File: src/rtl/sbsh_pkg.sv
// Package of the SHA-256 byte stream hasher: states, round constants, initial hash
package sbsh_pkg;

	typedef enum logic [2:0] {
		ST_IDLE,
		ST_PAD,
		ST_ROUND,
		ST_ADD,
		ST_EMIT
	} state_t;

	localparam logic [7:0] PAD_MARK = 8'h80;
	localparam logic [5:0] LEN_POS  = 6'd56;
	localparam logic [5:0] BLK_END  = 6'd63;

	localparam logic [31:0] SHA_IV [8] = '{
		32'h6a09e667, 32'hbb67ae85, 32'h3c6ef372, 32'ha54ff53a,
		32'h510e527f, 32'h9b05688c, 32'h1f83d9ab, 32'h5be0cd19
	};

	localparam logic [31:0] ROUND_K [64] = '{
		32'h428a2f98, 32'h71374491, 32'hb5c0fbcf, 32'he9b5dba5,
		32'h3956c25b, 32'h59f111f1, 32'h923f82a4, 32'hab1c5ed5,
		32'hd807aa98, 32'h12835b01, 32'h243185be, 32'h550c7dc3,
		32'h72be5d74, 32'h80deb1fe, 32'h9bdc06a7, 32'hc19bf174,
		32'he49b69c1, 32'hefbe4786, 32'h0fc19dc6, 32'h240ca1cc,
		32'h2de92c6f, 32'h4a7484aa, 32'h5cb0a9dc, 32'h76f988da,
		32'h983e5152, 32'ha831c66d, 32'hb00327c8, 32'hbf597fc7,
		32'hc6e00bf3, 32'hd5a79147, 32'h06ca6351, 32'h14292967,
		32'h27b70a85, 32'h2e1b2138, 32'h4d2c6dfc, 32'h53380d13,
		32'h650a7354, 32'h766a0abb, 32'h81c2c92e, 32'h92722c85,
		32'ha2bfe8a1, 32'ha81a664b, 32'hc24b8b70, 32'hc76c51a3,
		32'hd192e819, 32'hd6990624, 32'hf40e3585, 32'h106aa070,
		32'h19a4c116, 32'h1e376c08, 32'h2748774c, 32'h34b0bcb5,
		32'h391c0cb3, 32'h4ed8aa4a, 32'h5b9cca4f, 32'h682e6ff3,
		32'h748f82ee, 32'h78a5636f, 32'h84c87814, 32'h8cc70208,
		32'h90befffa, 32'ha4506ceb, 32'hbef9a3f7, 32'hc67178f2
	};

endpackage

File: src/rtl/sbsh_if.sv
// Valid/ready channel interfaces for message bytes and digest words
interface sbsh_in_if;
	logic       valid;
	logic       ready;
	logic [7:0] data_byte;
	logic       byte_valid;
	logic       last_byte;

	modport source (output valid, output data_byte, output byte_valid, output last_byte,
		input ready);
	modport sink (input valid, input data_byte, input byte_valid, input last_byte,
		output ready);
endinterface

interface sbsh_out_if;
	logic        valid;
	logic        ready;
	logic [1:0]  word_index;
	logic [63:0] digest_word;
	logic        last_word;

	modport source (output valid, output word_index, output digest_word, output last_word,
		input ready);
	modport sink (input valid, input word_index, input digest_word, input last_word,
		output ready);
endinterface

File: src/rtl/sha256_byte_stream_hasher_core.sv
// SHA-256 byte stream hasher: one byte per request, one round per cycle
// After the 64th byte of a block, the shared round unit runs the 64 rounds, then the
//   hash words are updated in ST_ADD.
// Closing: each padded block is filled with padding bytes, then runs the rounds
//   (two blocks if 56+ bytes are pending), then 4 digest words, at most one per cycle.
// Bytes are taken only in ST_IDLE, so the input stalls while a block runs the rounds.
// Reset: async, hash words to the initial values, byte count and sequencer cleared.
module sha256_byte_stream_hasher_core
	import sbsh_pkg::*;
(
	input logic         clk,
	input logic         arst_n,
	sbsh_in_if.sink     byte_in,
	sbsh_out_if.source  digest_out
);

	state_t      state_q, state_d;
	logic [31:0] hash_q [8];
	logic [31:0] v_q [8];
	logic [31:0] win_q [16];
	logic [23:0] wacc_q;
	logic [5:0]  pos_q;
	logic [5:0]  rnd_q;
	logic [60:0] bcnt_q;
	logic [63:0] len_q;
	logic        fin_q, mark_q, extra_q, done_q;
	logic [1:0]  widx_q;

	logic        in_acc, out_acc;
	logic        pad_len;
	logic [7:0]  pad_byte, ab_byte;
	logic        ab_en, blk_full;
	logic [60:0] bcnt_nxt;
	logic [31:0] w_new, t1, t2;

	function automatic logic [31:0] bsig0(input logic [31:0] x);
		return {x[1:0], x[31:2]} ^ {x[12:0], x[31:13]} ^ {x[21:0], x[31:22]};
	endfunction

	function automatic logic [31:0] bsig1(input logic [31:0] x);
		return {x[5:0], x[31:6]} ^ {x[10:0], x[31:11]} ^ {x[24:0], x[31:25]};
	endfunction

	function automatic logic [31:0] ssig0(input logic [31:0] x);
		return {x[6:0], x[31:7]} ^ {x[17:0], x[31:18]} ^ {3'b000, x[31:3]};
	endfunction

	function automatic logic [31:0] ssig1(input logic [31:0] x);
		return {x[16:0], x[31:17]} ^ {x[18:0], x[31:19]} ^ {10'b0, x[31:10]};
	endfunction

	assign in_acc  = byte_in.valid & byte_in.ready;
	assign out_acc = digest_out.valid & digest_out.ready;

	// padding: marker, zeros, then the bit length in the final block
	assign pad_len  = mark_q && !extra_q && (pos_q >= LEN_POS);
	assign pad_byte = !mark_q ? PAD_MARK : (pad_len ? len_q[63:56] : 8'h00);

	assign ab_en    = (state_q == ST_PAD) || (in_acc && byte_in.byte_valid);
	assign ab_byte  = (state_q == ST_PAD) ? pad_byte : byte_in.data_byte;
	assign blk_full = ab_en && (pos_q == BLK_END);
	assign bcnt_nxt = bcnt_q + 61'(byte_in.byte_valid);

	// shared round unit
	assign w_new = ssig1(win_q[14]) + win_q[9] + ssig0(win_q[1]) + win_q[0];
	assign t1 = v_q[7] + bsig1(v_q[4]) + ((v_q[4] & v_q[5]) ^ (~v_q[4] & v_q[6]))
		+ ROUND_K[rnd_q] + win_q[0];
	assign t2 = bsig0(v_q[0]) + ((v_q[0] & v_q[1]) ^ (v_q[0] & v_q[2]) ^ (v_q[1] & v_q[2]));

	always_comb begin
		state_d = state_q;
		unique case (state_q)
			ST_IDLE: begin
				if (blk_full)
					state_d = ST_ROUND;
				else if (in_acc && byte_in.last_byte)
					state_d = ST_PAD;
			end
			ST_PAD: begin
				if (blk_full)
					state_d = ST_ROUND;
			end
			ST_ROUND: begin
				if (rnd_q == BLK_END)
					state_d = ST_ADD;
			end
			ST_ADD: begin
				if (done_q)
					state_d = ST_EMIT;
				else if (fin_q)
					state_d = ST_PAD;
				else
					state_d = ST_IDLE;
			end
			ST_EMIT: begin
				if (out_acc && digest_out.last_word)
					state_d = ST_IDLE;
			end
			default: state_d = ST_IDLE;
		endcase
	end

	always_comb begin
		byte_in.ready          = (state_q == ST_IDLE);
		digest_out.valid       = (state_q == ST_EMIT);
		digest_out.word_index  = widx_q;
		digest_out.digest_word = {hash_q[{widx_q, 1'b0}], hash_q[{widx_q, 1'b1}]};
		digest_out.last_word   = (widx_q == 2'd3);
	end

	always_ff @(posedge clk or negedge arst_n) begin
		if (!arst_n) begin
			state_q <= ST_IDLE;
			pos_q   <= '0;
			rnd_q   <= '0;
			bcnt_q  <= '0;
			fin_q   <= 1'b0;
			mark_q  <= 1'b0;
			extra_q <= 1'b0;
			done_q  <= 1'b0;
			widx_q  <= '0;
			for (int i = 0; i < 8; i++)
				hash_q[i] <= SHA_IV[i];
		end else begin
			state_q <= state_d;
			if (ab_en)
				pos_q <= pos_q + 6'd1;
			if (in_acc && byte_in.byte_valid)
				bcnt_q <= bcnt_nxt;
			if (in_acc && byte_in.last_byte)
				fin_q <= 1'b1;
			if (state_q == ST_PAD) begin
				if (!mark_q) begin
					mark_q  <= 1'b1;
					extra_q <= (pos_q >= LEN_POS) && (pos_q != BLK_END);
				end else if (pos_q == BLK_END) begin
					extra_q <= 1'b0;
					if (pad_len)
						done_q <= 1'b1;
				end
			end
			if (state_q == ST_ROUND)
				rnd_q <= rnd_q + 6'd1;
			if (state_q == ST_ADD) begin
				for (int i = 0; i < 8; i++)
					hash_q[i] <= hash_q[i] + v_q[i];
			end
			if (out_acc) begin
				widx_q <= widx_q + 2'd1;
				if (digest_out.last_word) begin
					bcnt_q  <= '0;
					fin_q   <= 1'b0;
					mark_q  <= 1'b0;
					extra_q <= 1'b0;
					done_q  <= 1'b0;
					for (int i = 0; i < 8; i++)
						hash_q[i] <= SHA_IV[i];
				end
			end
		end
	end

	// message schedule window, word assembly and working variables
	always_ff @(posedge clk) begin
		if (ab_en) begin
			wacc_q <= {wacc_q[15:0], ab_byte};
			if (pos_q[1:0] == 2'd3) begin
				for (int i = 0; i < 15; i++)
					win_q[i] <= win_q[i + 1];
				win_q[15] <= {wacc_q, ab_byte};
			end
		end
		if (state_q == ST_ROUND) begin
			for (int i = 0; i < 15; i++)
				win_q[i] <= win_q[i + 1];
			win_q[15] <= w_new;
			v_q[7] <= v_q[6];
			v_q[6] <= v_q[5];
			v_q[5] <= v_q[4];
			v_q[4] <= v_q[3] + t1;
			v_q[3] <= v_q[2];
			v_q[2] <= v_q[1];
			v_q[1] <= v_q[0];
			v_q[0] <= t1 + t2;
		end
		if (blk_full) begin
			for (int i = 0; i < 8; i++)
				v_q[i] <= hash_q[i];
		end
		if (in_acc && byte_in.last_byte)
			len_q <= {bcnt_nxt, 3'b000};
		else if ((state_q == ST_PAD) && pad_len)
			len_q <= {len_q[55:0], 8'h00};
	end

endmodule

File: src/flat_wrapper.sv
// flat-port wrapper written by rule: the top's interface ports become plain ports
module sha256_byte_stream_hasher_core_flat import sbsh_pkg::*;
  (clk, arst_n, byte_in_valid, byte_in_data_byte, byte_in_byte_valid, byte_in_last_byte, byte_in_ready, digest_out_valid, digest_out_word_index, digest_out_digest_word, digest_out_last_word, digest_out_ready);
  sbsh_in_if byte_in_i ();
  sbsh_out_if digest_out_i ();
  input logic clk;
  input logic arst_n;
  input wire logic [$bits(byte_in_i.valid)-1:0] byte_in_valid;
  input wire logic [$bits(byte_in_i.data_byte)-1:0] byte_in_data_byte;
  input wire logic [$bits(byte_in_i.byte_valid)-1:0] byte_in_byte_valid;
  input wire logic [$bits(byte_in_i.last_byte)-1:0] byte_in_last_byte;
  output wire logic [$bits(byte_in_i.ready)-1:0] byte_in_ready;
  output wire logic [$bits(digest_out_i.valid)-1:0] digest_out_valid;
  output wire logic [$bits(digest_out_i.word_index)-1:0] digest_out_word_index;
  output wire logic [$bits(digest_out_i.digest_word)-1:0] digest_out_digest_word;
  output wire logic [$bits(digest_out_i.last_word)-1:0] digest_out_last_word;
  input wire logic [$bits(digest_out_i.ready)-1:0] digest_out_ready;
  assign byte_in_i.valid = byte_in_valid;
  assign byte_in_i.data_byte = byte_in_data_byte;
  assign byte_in_i.byte_valid = byte_in_byte_valid;
  assign byte_in_i.last_byte = byte_in_last_byte;
  assign byte_in_ready = byte_in_i.ready;
  assign digest_out_valid = digest_out_i.valid;
  assign digest_out_word_index = digest_out_i.word_index;
  assign digest_out_digest_word = digest_out_i.digest_word;
  assign digest_out_last_word = digest_out_i.last_word;
  assign digest_out_i.ready = digest_out_ready;
  sha256_byte_stream_hasher_core u_core (.clk(clk), .arst_n(arst_n), .byte_in(byte_in_i), .digest_out(digest_out_i));
endmodule
File: config.mk
export PLATFORM = sky130hd
export DESIGN_NAME = sha256_byte_stream_hasher_core_flat
export DESIGN_NICKNAME = d
export VERILOG_FILES = /design/src/rtl/sbsh_pkg.sv /design/src/rtl/sbsh_if.sv /design/src/rtl/sha256_byte_stream_hasher_core.sv /design/src/flat_wrapper.sv
export SDC_FILE = /design/constraint.sdc
export NUM_CORES = 2
export LEC_CHECK = 0
export BUFFER_PORTS_ARGS = -buffer_cell sky130_fd_sc_hd__buf_2
export CORE_MARGIN = 5
export CORE_UTILIZATION = 45
export DETAILED_ROUTE_END_ITERATION = 7
export PLACE_DENSITY = 0.67
export SYNTH_ARGS = -nofsm -noshare
export SYNTH_HDL_FRONTEND = slang
export SYNTH_SLANG_ARGS = --single-unit
File: constraint.sdc
create_clock -name clk -period 21.3 [get_ports clk]
set_clock_uncertainty 0.05 [all_clocks]
set_input_delay 1.065 -clock clk [delete_from_list [all_inputs] [get_ports clk]]
set_output_delay 1.065 -clock clk [all_outputs]
set_load 0.05 [all_outputs]
### Yosys cells after proc, flatten, opt, wreduce, memory -nomap -nowiden

Memory sizes are Yosys's and may differ from the RTL's.
Cells that the tools add are included.

| storage, ports and cells | value |
|---|---|
| logic and storage cells | 195 |
| register bits after elaboration | 423 |
| memory bits (writable) | 768 |
| memory bits (read-only) | 2,048 |
| output and inout port bits | 69 |
| bits of input ports | 14 |
| memories | 3 |

Memory list:

| memory | depth | width | read ports | clocked after Yosys merged registers in | write ports | line | RTL |
|---|---|---|---|---|---|---|---|
| (name not given) | 64 | 32 | 1 | 0 | 0 | sha256_byte_stream_hasher_core.sv:67 | `+ ROUND_K[rnd_q] + win_q[0];` |
| u_core.win_q | 16 | 32 | 16 | 0 | 16 | sha256_byte_stream_hasher_core.sv:20 | `logic [31:0] win_q [16];` |
| u_core.v_q | 8 | 32 | 8 | 0 | 8 | sha256_byte_stream_hasher_core.sv:19 | `logic [31:0] v_q [8];` |

| operators by class | value |
|---|---|
| eq/ne operators | 13 |
| bitwise logic cells | 46 |
| mux-type cells | 75 |
| $add $sub $neg | 22 |
| reduce and logical (&&, ||, !) cells | 13 |
| $lt $le $gt $ge | 4 |

Operators with widths:

| cell | number |
|---|---|
| 32-bit two-way mux | 30 |
| 256-bit two-way mux | 3 |
| 32-bit adder | 18 |
| 32-bit bitwise XOR | 9 |
| 32-bit binary-select mux with 3-bit select | 2 |
| 61-bit two-way mux | 3 |
| 32-bit bitwise AND | 5 |
| 64-bit two-way mux | 2 |
| 61-bit by 1-bit adder with 61-bit output | 1 |
| 32-bit NOT | 1 |
| 32-bit by 22-bit bitwise XOR with 32-bit output | 1 |
| 32-bit by 29-bit bitwise XOR with 32-bit output | 1 |
| 1-bit two-way mux | 25 |
| 8-bit two-way mux | 3 |
| 1-bit bitwise OR | 24 |
| 3-bit two-way mux | 6 |
| 3-bit case mux with 5 select lines | 1 |
| 6-bit by 1-bit adder with 6-bit output (second input constant) | 2 |
| 6-bit equality test (second input constant) | 2 |
| 4-bit greater-or-equal comparator (second input constant) | 2 |
| 1-bit logical AND | 8 |
| 3-bit NOT with 4-bit output | 2 |
| 7-bit greater-or-equal comparator (second input constant) | 1 |
| 6-bit NOT with 7-bit output | 1 |
| 16 further kinds | 20 |

### Longest topological paths before layout

| logic depth | value |
|---|---|
| depth after elaboration | 9 |
| depth in mapped cells | 38 |
| gate-level depth less buffers | 37 |

### Worst setup path before layout

No wires, ideal clock.

| timing path | value |
|---|---|
| path type | register to register |
| from | reg u_core.state_q[0] |
| to | mem u_core.win_q[0][0], enable pin |
| clock period less this slack | 15.025 ns |
| buffers on the path | 3 |
| cell stages (with the launch flop) | 10 |
| path slack | 6.275 ns |
| arrival time | 14.075 ns |
| path through | dfrtp_1 clkbuf_1 nor3_1 and3_1 a21oi_1 inv_1 nand2_1 clkbuf_1 buf_1 nand2_1 |

RTL lines:

| item | line | RTL |
|---|---|---|
| start: declaration | sha256_byte_stream_hasher_core.sv:17 | `state_t state_q, state_d;` |
| start signal: assignment | sha256_byte_stream_hasher_core.sv:125 | `state_q <= state_d;` |
| end: declaration | sha256_byte_stream_hasher_core.sv:20 |  |

==> results.json <==
{
  "crit_slowest_cell": "a311oi_1",
  "drc": 0,
  "final.setup.tns_ns": 0,
  "syn_inst": 7019,
  "max-cap-violations": 0,
  "synth-edff-count": 853,
  "startpoint_type": "register",
  "via_per_inst": 5.95,
  "cp_max_fo": 17,
  "gp_congestion": 1.01,
  "postCtsHoldBufs": 0,
  "fin_nets": 7568,
  "grt-ovfl-total": 0,
  "drive_gt1_frac": 0.0907,
  "initial_core_util": 0.452,
  "rsz0062_at_grt": "false",
  "synth_top_area_frac": 0.349,
  "via_count": 55011,
  "htree_num_levels": 4,
  "fin_hold_ws_ns": 0.258,
  "ys.flop_type": "edfxtp_1",
  "avgSynthCellArea_um2": 10.5,
  "hold_path.class": "in -> async",
  "core_area_mm2": 0.162,
  "worstPathArrival_ns": 11.40,
  "place_area_mm2": 0.0759,
  "netlist_area_mm2": 0.0734,
  "yosysMostFrequentCell": "nand2_1",
  "r2r_slack_ns": 10.35,
  "slew_viol_final": 0,
  "crit_path_end_kind": "register",
  "cts_inserted_buffers": 136,
  "grt_pass1_vias": 52151,
  "final_area_mm2": 0.0806,
  "die_area_mm2": 0.171,
  "ys_seq_area_frac": 0.466,
  "area_delta_synth_final_pct": 9.77,
  "first_pass_iters": 6,
  "fmax_mhz": 91.3,
  "grt_pass1_wl_mm": 343,
  "cts.clk_slew.worst_paths_ns": 0.06,
  "finalWirelength_mm": 232,
  "status": "complete, no violations",
  "cts_tree": "built",
  "detail-route-antenna-nets": 0,
  "min_period_over_period": 0.514,
  "crit_type": "reg -> reg",
  "std_cell_rows": 148,
  "post_cts_resized": 0,
  "die_w_um": 414,
  "final.min_clock_period_ns": 10.95,
  "register_area_mm2": 0.0343,
  "slowest_delay_ns": 0.86,
  "wl_per_cell_um": 25.0,
  "dp_hpwl_mm": 170,
  "drt-initial-drc-count": 6039,
  "multiInputGateArea_mm2": 0.0369,
  "io_buffers": 82,
  "worst_pin_slew_ns": 1.32,
  "fill_cells": 14629,
  "cts_sinks": 1191,
  "worstRegToRegCells": 31,
  "final_util": 0.496,
  "clkLatencyLatePin_ns": 0.77,
  "cp.required_ns": 21.75,
  "root_buffer": "clkbuf_16",
  "setup_violations": 0,
  "antenna_found_initial": 11,
  "yosysWarningCount": 0,
  "synthTopCellsByArea": "edfxtp_1 (35%), dfrtp_1 (6.9%), ha_1 (6.8%)",
  "yosysTopAreaCell": "edfxtp_1",
  "cts_buffer_depth": 3,
  "synth_common_cells": "nand2_1 (1199), edfxtp_1 (853), a21oi_1 (518)",
  "die_h_um": 414,
  "track_usage": 0.267,
  "synth_nets": 7626,
  "yosys.cell_types.count": 98,
  "relSlewSlack": 0.0983,
  "grt_max_degree": 192,
  "hold_viol": 0,
  "async_flop_share": 0.284,
  "ys_ff_latch": 1191,
  "cts_setup_buffers": 0,
  "ios": 83
}
==> per-stage QoR <==
step / setup slack (ns) / std cells
detailed placement: 10.82 / 8998
floorplan: 6.27 / 7019
finish: 10.35 / 9253
CTS: 10.74 / 9250
global route: 10.10 / 9250
global placement: 10.94 / 8998
==> metal layers <==
| metal | share of wire | vias to the layer above | routed length, um | global-route usage |
|---|---|---|---|---|
| li1 | - | 24955 | - | - |
| met4 | 0.041 | 4 | 9390 | 0.0954 |
| met2 | 0.43 | 2427 | 101000 | 0.399 |
| met3 | 0.089 | 426 | 20700 | 0.0592 |
| met1 | 0.44 | 27199 | 101000 | 0.383 |
| met5 | 0.00012 | - | 27 | 0 |
==> critical path, delay by kind of cell, from the launching register on <==
family / cells / cell delay [ns]
xor gates and xnor gates: 3 / 0.53
adders and majority gates: 7 / 3.46
and+or+nand+nor: 4 / 1.40
DFF: 1 / 0.76
buffers and inverters: 2 / 0.50
AOI/OAI and AO/OA: 15 / 4.00
==> final cells by class <==
cell class / instances / area share
diodes: 3 / 0.0000932
clock buffers: 164 / 0.0454
clock inverters: 88 / 0.0130
inverters: 288 / 0.0134
multi-input cells: 5205 / 0.458
flip-flops and latches: 1191 / 0.425
well taps: 2175 / 0.0338
repair buffers: 139 / 0.0113
==> kinds of logic (layout without fill, tap and decap cells) <==
family | count (synthesis) | after routing | share of synthesized area
buffers and inverters | 623 | 679 | 0.0320
xor gates and xnor gates | 653 | 653 | 0.0780
muxes | 125 | 125 | 0.0295
and+or+nand+nor | 2152 | 2152 | 0.129
other | 0 | 3 | 0
adders and majority gates | 616 | 616 | 0.124
AOI/OAI and AO/OA | 1659 | 1659 | 0.141
DFF | 1191 | 1191 | 0.466
==> sequential cells by signal, summed over array words and instances (netlist names), 2 cells and up <==
register / cells
u_core.v_q: 256
u_core.wacc_q: 24
u_core.digest_out.word_index: 2
u_core.rnd_q: 6
u_core.len_q: 61
u_core.hash_q: 256
u_core.state_q: 3
u_core.pos_q: 6
u_core.win_q: 512
u_core.bcnt_q: 61
==> cells in the final DEF (no fill, tap or decap), types with 24 or more instances in the layout <==
| cell | count |
|---|---|
| nand2_1 | 1194 |
| o31ai_1 | 35 |
| dfrtp_1 | 197 |
| buf_4 | 52 |
| or3_1 | 41 |
| clkbuf_16 | 141 |
| inv_1 | 285 |
| nor2_1 | 376 |
| ha_1 | 398 |
| dfstp_2 | 136 |
| o21ai_0 | 413 |
| a21o_1 | 166 |
| nor3_1 | 88 |
| o21a_1 | 58 |
| nor2b_1 | 52 |
| a31oi_1 | 46 |
| o21bai_1 | 35 |
| buf_2 | 81 |
| o211ai_1 | 101 |
| fa_1 | 195 |
| and3_1 | 41 |
| nand4_1 | 42 |
| xnor2_1 | 426 |
| mux4_2 | 72 |
| a211oi_1 | 59 |
| xor2_1 | 226 |
| mux2i_1 | 44 |
| edfxtp_1 | 853 |
| nand2b_1 | 67 |
| clkinv_2 | 24 |
| a21oi_1 | 518 |
| nand3_1 | 121 |
==> final timing paths <==
path / from / to
max: u_core.rnd_q[0]$_DFFE_PN0P_ / u_core.v_q[0][159]$_DFFE_PP_
min: arst_n / u_core.bcnt_q[8]$_DFF_PN0_
max reg2reg: u_core.rnd_q[0]$_DFFE_PN0P_ / u_core.v_q[0][159]$_DFFE_PP_
min reg2reg: u_core.win_q[0][236]$_DFFE_PP_ / u_core.win_q[0][204]$_DFFE_PP_
max in group asynchronous: arst_n / u_core.digest_out.word_index[0]$_DFFE_PN0P_
min in group clk: u_core.win_q[0][236]$_DFFE_PP_ / u_core.win_q[0][204]$_DFFE_PP_
Power is not shown: default switching activity piles up to over one toggle a cycle in this logic, so the estimate is an artifact.
